[src/mskf_pkg.sv]
// types, constants, noise tables and microprogram of the scalar kalman filter
`timescale 1ns / 1ps

package mskf_pkg;

  localparam int CHANNELS = 16;
  localparam int CH_W     = 4;
  localparam int DATA_W   = 16;
  localparam int EST_W    = 7;
  localparam int COV_W    = 20;
  localparam int GAIN_W   = 16;
  localparam int DIV_W    = COV_W + 1;
  localparam int CNT_W    = 4;
  localparam int PC_W     = 3;

  localparam logic [COV_W-1:0] COV_MAX = 20'hFFFFF;
  localparam logic [COV_W-1:0] COV_ONE = 20'h10000;

  typedef logic [PC_W-1:0] pc_t;

  typedef enum logic [2:0] {
    OP_WAIT,
    OP_PRED,
    OP_DINIT,
    OP_DSTEP,
    OP_MULK,
    OP_MULP,
    OP_DONE
  } op_t;

  typedef enum logic [1:0] {
    JMP_NEXT,
    JMP_LOOP,
    JMP_HOLD_IN,
    JMP_HOLD_OUT
  } jmp_t;

  typedef struct packed {
    op_t  op;
    jmp_t jmp;
    pc_t  target;
  } ctrl_t;

  localparam pc_t PC_START = 3'd0;
  localparam pc_t PC_DSTEP = 3'd3;

  // microprogram: one control word per step
  function automatic ctrl_t prog_word(input pc_t pc);
    ctrl_t w;
    w = '{op: OP_WAIT, jmp: JMP_HOLD_IN, target: PC_START};
    unique case (pc)
      3'd0:    w = '{op: OP_WAIT,  jmp: JMP_HOLD_IN,  target: PC_START};
      3'd1:    w = '{op: OP_PRED,  jmp: JMP_NEXT,     target: PC_START};
      3'd2:    w = '{op: OP_DINIT, jmp: JMP_NEXT,     target: PC_START};
      3'd3:    w = '{op: OP_DSTEP, jmp: JMP_LOOP,     target: PC_DSTEP};
      3'd4:    w = '{op: OP_MULK,  jmp: JMP_NEXT,     target: PC_START};
      3'd5:    w = '{op: OP_MULP,  jmp: JMP_NEXT,     target: PC_START};
      3'd6:    w = '{op: OP_DONE,  jmp: JMP_HOLD_OUT, target: PC_START};
      default: w = '{op: OP_WAIT,  jmp: JMP_HOLD_IN,  target: PC_START};
    endcase
    return w;
  endfunction

  // process noise per channel, unsigned q4.16
  function automatic logic [COV_W-1:0] proc_noise(input logic [CH_W-1:0] ch);
    logic [COV_W-1:0] v;
    v = '0;
    unique case (ch)
      4'd0:  v = 20'd38011;
      4'd1:  v = 20'd39322;
      4'd2:  v = 20'd41288;
      4'd3:  v = 20'd34734;
      4'd4:  v = 20'd33423;
      4'd5:  v = 20'd34734;
      4'd6:  v = 20'd32768;
      4'd7:  v = 20'd34079;
      4'd8:  v = 20'd34079;
      4'd9:  v = 20'd32768;
      4'd10: v = 20'd34734;
      4'd11: v = 20'd32113;
      4'd12: v = 20'd37356;
      4'd13: v = 20'd35389;
      4'd14: v = 20'd32768;
      4'd15: v = 20'd33423;
    endcase
    return v;
  endfunction

  // observation noise per channel, unsigned q4.16, never zero
  function automatic logic [COV_W-1:0] obs_noise(input logic [CH_W-1:0] ch);
    logic [COV_W-1:0] v;
    v = '0;
    unique case (ch)
      4'd0:  v = 20'd183501;
      4'd1:  v = 20'd227410;
      4'd2:  v = 20'd173015;
      4'd3:  v = 20'd145490;
      4'd4:  v = 20'd39322;
      4'd5:  v = 20'd24248;
      4'd6:  v = 20'd30147;
      4'd7:  v = 20'd37356;
      4'd8:  v = 20'd30802;
      4'd9:  v = 20'd13107;
      4'd10: v = 20'd164495;
      4'd11: v = 20'd222822;
      4'd12: v = 20'd205128;
      4'd13: v = 20'd105513;
      4'd14: v = 20'd13763;
      4'd15: v = 20'd9830;
    endcase
    return v;
  endfunction

endpackage

[src/multichannel_scalar_kalman.sv]
// top level of the 16-channel scalar kalman filter, microcoded sequencer and datapath
`timescale 1ns / 1ps

// usage
//   input channel: in_valid / in_stall with in_channel, in_measurement and
//   in_prior_estimate (signed q8.8). a beat is taken when in_valid is high
//   and in_stall is low.
//   result channel: out_valid / out_stall with out_estimate, the integer part
//   of the corrected estimate (negatives give 0). one result beat per input.
//   the item passes through one step each for prediction and divider setup,
//   the 16 steps of the restoring divider that forms the gain, one step
//   each for the two multiplies, and the write-back step, which registers
//   the result. the next input beat is taken only once the sequencer is
//   back at its wait step.
//   in_stall is high from the cycle after an input beat until the sequencer
//   returns to its wait step.
//   a stalled result stays in the output register; the next item is still
//   taken and worked on, and its write-back step waits until the register
//   is free.
//   reset (rst_n low, synchronous) sets every channel's covariance to 1.0,
//   empties the output register and returns the sequencer to its wait step.
module multichannel_scalar_kalman (
  input  logic                                  clk,
  input  logic                                  rst_n,
  input  logic                                  in_valid,
  output logic                                  in_stall,
  input  logic        [mskf_pkg::CH_W-1:0]      in_channel,
  input  logic signed [mskf_pkg::DATA_W-1:0]    in_measurement,
  input  logic signed [mskf_pkg::DATA_W-1:0]    in_prior_estimate,
  output logic                                  out_valid,
  input  logic                                  out_stall,
  output logic        [mskf_pkg::EST_W-1:0]     out_estimate
);
  import mskf_pkg::*;

  // sequencer
  pc_t   pc_r, pc_nxt;
  ctrl_t cw;

  // per-channel covariance, unsigned q4.16
  logic [COV_W-1:0] cov_r [CHANNELS];

  // item registers
  logic [CH_W-1:0]          ch_r;
  logic signed [DATA_W-1:0] z_r;
  logic signed [DATA_W-1:0] x_r;

  // datapath registers
  logic [COV_W-1:0]  pt_r;       // predicted covariance
  logic [DATA_W-1:0] mag_r;      // |z - x|
  logic              neg_r;      // z < x
  logic [DIV_W-1:0]  rem_r;      // divider partial remainder
  logic [DIV_W-1:0]  div_r;      // divisor pt + r
  logic [GAIN_W-1:0] quot_r;     // gain, q0.16
  logic [CNT_W-1:0]  cnt_r;      // divider step count
  logic [DATA_W-1:0] corr_r;     // correction magnitude
  logic [COV_W-1:0]  covn_r;     // new covariance

  logic             out_valid_r;
  logic [EST_W-1:0] out_est_r;

  // combinational helpers
  logic                     ch_ok;
  logic                     out_free;
  logic                     done_fire;
  logic [DIV_W-1:0]         pred_sum;
  logic [COV_W-1:0]         pred_pt;
  logic signed [DATA_W:0]   diff;
  logic signed [DATA_W:0]   diff_abs;
  logic [DIV_W:0]           rem_sh;
  logic                     qbit;
  logic [2*DATA_W-1:0]      prod_k;
  logic [COV_W:0]           one_minus_k;
  logic [COV_W+COV_W:0]     prod_p;
  logic signed [DATA_W+1:0] est_full;
  logic [EST_W-1:0]         est_clamped;

  assign cw = prog_word(pc_r);

  assign ch_ok     = (32'(ch_r) < CHANNELS);
  assign out_free  = !out_valid_r || !out_stall;
  assign done_fire = (cw.op == OP_DONE) && out_free;

  assign in_stall     = (cw.op != OP_WAIT);
  assign out_valid    = out_valid_r;
  assign out_estimate = out_est_r;

  // prediction: covariance plus process noise, saturated; difference z - x and its magnitude
  always_comb begin
    pred_sum = {1'b0, cov_r[ch_r]} + {1'b0, proc_noise(ch_r)};
    pred_pt  = pred_sum[COV_W] ? COV_MAX : pred_sum[COV_W-1:0];
    diff     = {z_r[DATA_W-1], z_r} - {x_r[DATA_W-1], x_r};
    diff_abs = diff[DATA_W] ? -diff : diff;
  end

  // one restoring division step
  always_comb begin
    rem_sh = {rem_r, 1'b0};
    qbit   = (rem_sh >= {1'b0, div_r});
  end

  // multiplies and corrected estimate
  always_comb begin
    prod_k      = {{DATA_W{1'b0}}, quot_r} * {{DATA_W{1'b0}}, mag_r};
    one_minus_k = {1'b0, COV_ONE} - {{(COV_W+1-GAIN_W){1'b0}}, quot_r};
    prod_p      = {{COV_W{1'b0}}, one_minus_k} * {{(COV_W+1){1'b0}}, pt_r};
    est_full    = neg_r
                  ? ({{2{x_r[DATA_W-1]}}, x_r} - {2'b00, corr_r})
                  : ({{2{x_r[DATA_W-1]}}, x_r} + {2'b00, corr_r});
    est_clamped = est_full[DATA_W+1] ? '0 : est_full[8 +: EST_W];
  end

  // next step of the microprogram
  always_comb begin
    pc_nxt = pc_r;
    unique case (cw.jmp)
      JMP_NEXT:     pc_nxt = pc_r + 1'b1;
      JMP_LOOP:     pc_nxt = (cnt_r != '0) ? cw.target : pc_r + 1'b1;
      JMP_HOLD_IN:  pc_nxt = in_valid ? pc_r + 1'b1 : pc_r;
      JMP_HOLD_OUT: pc_nxt = out_free ? cw.target : pc_r;
    endcase
  end

  always_ff @(posedge clk) begin
    if (!rst_n) begin
      pc_r <= PC_START;
    end else begin
      pc_r <= pc_nxt;
    end
  end

  // covariance store, reset to 1.0 in every channel
  always_ff @(posedge clk) begin
    if (!rst_n) begin
      for (int i = 0; i < CHANNELS; i++) begin
        cov_r[i] <= COV_ONE;
      end
    end else if (done_fire && ch_ok) begin
      cov_r[ch_r] <= covn_r;
    end
  end

  // datapath driven by the control word
  always_ff @(posedge clk) begin
    unique case (cw.op)
      OP_WAIT: begin
        if (in_valid) begin
          ch_r <= in_channel;
          z_r  <= in_measurement;
          x_r  <= in_prior_estimate;
        end
      end
      OP_PRED: begin
        pt_r  <= pred_pt;
        neg_r <= diff[DATA_W];
        mag_r <= diff_abs[DATA_W-1:0];
      end
      OP_DINIT: begin
        rem_r <= {1'b0, pt_r};
        div_r <= {1'b0, pt_r} + {1'b0, obs_noise(ch_r)};
        cnt_r <= CNT_W'(GAIN_W - 1);
      end
      OP_DSTEP: begin
        rem_r  <= qbit ? DIV_W'(rem_sh - {1'b0, div_r}) : rem_sh[DIV_W-1:0];
        quot_r <= {quot_r[GAIN_W-2:0], qbit};
        cnt_r  <= cnt_r - 1'b1;
      end
      OP_MULK: begin
        corr_r <= prod_k[2*DATA_W-1:DATA_W];
      end
      OP_MULP: begin
        covn_r <= prod_p[GAIN_W +: COV_W];
      end
      OP_DONE: begin
        if (done_fire) begin
          out_est_r <= ch_ok ? est_clamped : '0;
        end
      end
      default: begin
      end
    endcase
  end

  // output register valid
  always_ff @(posedge clk) begin
    if (!rst_n) begin
      out_valid_r <= 1'b0;
    end else if (done_fire) begin
      out_valid_r <= 1'b1;
    end else if (!out_stall) begin
      out_valid_r <= 1'b0;
    end
  end

endmodule

[config.mk]
export PLATFORM = sky130hd
export DESIGN_NAME = multichannel_scalar_kalman
export DESIGN_NICKNAME = d
export VERILOG_FILES = /design/src/mskf_pkg.sv /design/src/multichannel_scalar_kalman.sv
export SDC_FILE = /design/constraint.sdc
export NUM_CORES = 2
export LEC_CHECK = 0
export BUFFER_PORTS_ARGS = -buffer_cell sky130_fd_sc_hd__buf_2
export CAP_MARGIN = 5
export CORE_UTILIZATION = 48
export CTS_BUF_LIST = sky130_fd_sc_hd__clkbuf_8
export DETAILED_ROUTE_END_ITERATION = 7
export GPL_ROUTABILITY_DRIVEN = 1
export PLACE_DENSITY = 0.62
export SETUP_SLACK_MARGIN = 0.02
export SLEW_MARGIN = 15
export SYNTH_ARGS = -nofsm -noshare
export SYNTH_HDL_FRONTEND = slang
export SYNTH_SLANG_ARGS = --single-unit
[constraint.sdc]
create_clock -name clk -period 8.5 [get_ports clk]
set_input_delay 1.7 -clock clk [delete_from_list [all_inputs] [get_ports clk]]
set_output_delay 1.7 -clock clk [all_outputs]
set_load 0.03 [all_outputs]
==> results.py <==
metrics = {
    "synth": {
        "synthDominantAreaCellType": "sky130_fd_sc_hd__edfxtp_1",
        "synthesis.instances": 4188,
        "ys_seq_area_frac": 0.345,
        "synthDistinctLibCells": 81,
        "mapped_area_um2": 45800,
        "netlist.area_leader.share": 0.326,
        "synth.yosys.warnings": 0,
        "synthFlopType": "sky130_fd_sc_hd__edfxtp_1",
        "async_flop_share": 0,
        "synth_enable_flop_cells": 498,
        "syn_avg_cell_area_um2": 10.9,
        "ys_seq_elements": 540,
        "synth.area.top_cells": "sky130_fd_sc_hd__edfxtp_1 33%, sky130_fd_sc_hd__fa_1 20%, sky130_fd_sc_hd__ha_1 9.5%",
        "syn_nets": 5037,
    },
    "cts": {
        "htreeDepth": 3,
        "clk_path_buf_depth": 3,
        "clock_tree_from_tritoncts": "done",
        "cts-buffers-inserted": 92,
        "clock_latency_on_the_worst_skew_pair_ns": 0.72,
        "post_cts_hold_buffer_count": 0,
        "root_buffer": "sky130_fd_sc_hd__clkbuf_8",
        "clkTransAtPathRegs_ns": 0.06,
        "numClockSinks": 540,
    },
    "die": {
        "design.portCount": 49,
        "die_w_um": 311,
        "initial_core_util": 0.488,
        "placement_rows": 112,
        "fp.dieH_um": 311,
        "core-area_um2": 93900,
        "die-area_um2": 96700,
    },
    "grt": {
        "grt_pass1_vias": 30858,
        "global_route_wire_length_before_repair_mm": 173,
        "grt_util_all_layers": 0.229,
        "grt_overflow_total": 0,
        "grt_max_degree": 57,
        "grt_antenna_before_repair": 1,
    },
    "timing": {
        "timing.final.setup_violations": 0,
        "fin_skew_ns": 0.0558,
        "max_clock_freq_mhz": 124,
        "unrepaired_setup_endpoints_after_global_routing": "no",
        "final_hold_viol_count": 0,
        "max_slew_margin": 0.205,
        "period_utilization": 0.949,
        "period_needed_ns": 8.07,
        "totalNegativeSetupSlack_ns": 0,
        "slew_viol_final": 0,
        "worst_slew_pin_slew_ns": 1.19,
        "final.setup.worst_slack_ns": 0.430,
    },
    "finish": {
        "finish.instance_area_um2": 49700,
        "layout_commonest_cell": "sky130_fd_sc_hd__inv_1",
        "nNetsFinal": 5078,
        "layout-drive-gt1-share": 0.102,
        "final_cell_mix": "664 x sky130_fd_sc_hd__inv_1, 588 x sky130_fd_sc_hd__and2_1, 498 x sky130_fd_sc_hd__edfxtp_1",
        "layout-area-overhead-vs-synth_pct": 8.37,
    },
    "placement": {
        "detailedPlace.worstSlack_ns": 0.0255,
        "hpwl_mm": 79.2,
        "placement_cell_area_um2": 47700,
        "portBuffers": 48,
        "gp_routability_congestion": 0.891,
    },
    "detailed_routing": {
        "via_count": 29490,
        "number_of_design_rule_violations_left_by_the_first_detailed_router_iteration": 1751,
        "wire_per_inst_um": 19.4,
        "via_per_inst": 5.31,
        "detailedRoute.firstPassIterationCount": 7,
        "remaining_drc_errors": 0,
        "final_antenna_net_count": 0,
        "routed_wirelength_mm": 108,
    },
    "setup_path": {
        "end_kind": "flop",
        "worst_ep_arrival_time_ns": 8.49,
        "critPathMostFrequentCell": "sky130_fd_sc_hd__fa_1",
        "slowest_library_cell_on_the_worst_path": "sky130_fd_sc_hd__fa_1",
        "worstPathMaxFanout": 12,
        "worst-setup-path-type": "flop to flop",
        "cpPeakStageDelay_ns": 0.52,
        "timing.critical_path.from_type": "flop",
        "critPathRequiredTime_ns": 8.92,
    },
    "run_status": {
        "run_status": "finished, final reports clean",
    },
    "hold_path": {
        "holdCritPathClass": "flop to flop",
    },
    "job": {
        "maxCapViolCount": 0,
    },
}
registers in the layout, summed over array words and instances (netlist names), 7 cells and up, named ones only:
name / cells
covn_r: 20
z_r: 16
mag_r: 16
cov_r: 320
div_r: 21
quot_r: 16
x_r: 16
out_estimate: 7
corr_r: 16
pt_r: 20
rem_r: 21
cell type report:
cell class / count / area (µm²)
diodes: 3 / 7.51
clock inverters: 62 / 484
multi-input cells: 2811 / 27100
well taps: 1254 / 1570
inverters: 643 / 2410
clock buffers: 99 / 1360
repair buffers: 141 / 951
fillers: 8338 / 44200
flip-flops and latches: 540 / 15800
timing repair:
action | 4_1_cts | 5_1_grt
buffers inserted | 0 | 2
setup endpoints to repair | 0 | 8
gates resized for setup | 0 | 9
routing by layer:
layer / wire length, µm / part of all wire / global-route usage
met2: 53900 / 0.50 / 0.398
met4: 2520 / 0.023 / 0.0673
met5: 0 / 0 / 0
met1: 46700 / 0.43 / 0.302
met3: 4610 / 0.043 / 0.0237
synth_stat cells, drive strengths merged, types with 8 or more instances:
| cell | instances |
|---|---|
| and3 | 18 |
| inv | 640 |
| mux4 | 99 |
| a21o | 38 |
| o21ai | 96 |
| nand3 | 35 |
| and2 | 589 |
| nand4 | 10 |
| mux2i | 23 |
| or3 | 20 |
| clkbuf | 173 |
| o211ai | 13 |
| and4 | 8 |
| nand2 | 446 |
| o21a | 18 |
| ha | 348 |
| nor4 | 12 |
| nand2b | 24 |
| a31oi | 26 |
| edfxtp | 498 |
| xor2 | 53 |
| nor2 | 130 |
| dfxtp | 42 |
| xnor2 | 91 |
| fa | 461 |
| buf | 21 |
| nor2b | 14 |
| nor3 | 44 |
| a21oi | 99 |
| or2 | 9 |
critical path, delay by kind of cell, from the launching register on:
kind | cells | cell delay, ns
xor+xnor | 2 | 0.32
simple gates | 8 | 1.69
compound gates | 5 | 0.91
fa+ha+maj | 8 | 3.69
flops | 1 | 0.42
buf+inv | 7 | 0.75
logic make-up after synthesis:
group                      share of synthesized area
adders and majority gates                      0.296
muxes                                         0.0554
DFF                                            0.345
AOI/OAI and AO/OA                             0.0503
xor gates and xnor gates                      0.0279
and+or+nand+nor                                0.156
buffers and inverters                         0.0692
worst paths after layout:
check | from | end | slack [ns] | depth (start not counted)
max reg2reg | quot_r[0] | covn_r[18] | 0.43 | 30
min reg2reg | flop | div_r[0] | 0.53 | 1
max | quot_r[0] | covn_r[18] | 0.43 | 30
min | flop | div_r[0] | 0.53 | 1
per-stage QoR:
stage | cells | hold WS [ns] | util
floorplan | 4188 | 0.421 | -
global placement | 5387 | 0.522 | 0.508
detailed placement | 5387 | 0.518 | 0.508
CTS | 5548 | 0.532 | 0.528
global route | 5552 | 0.546 | 0.529
finish | 5553 | 0.525 | 0.529
Power is not shown: default switching activity piles up to over one toggle a cycle in this logic, so the estimate is an artifact.
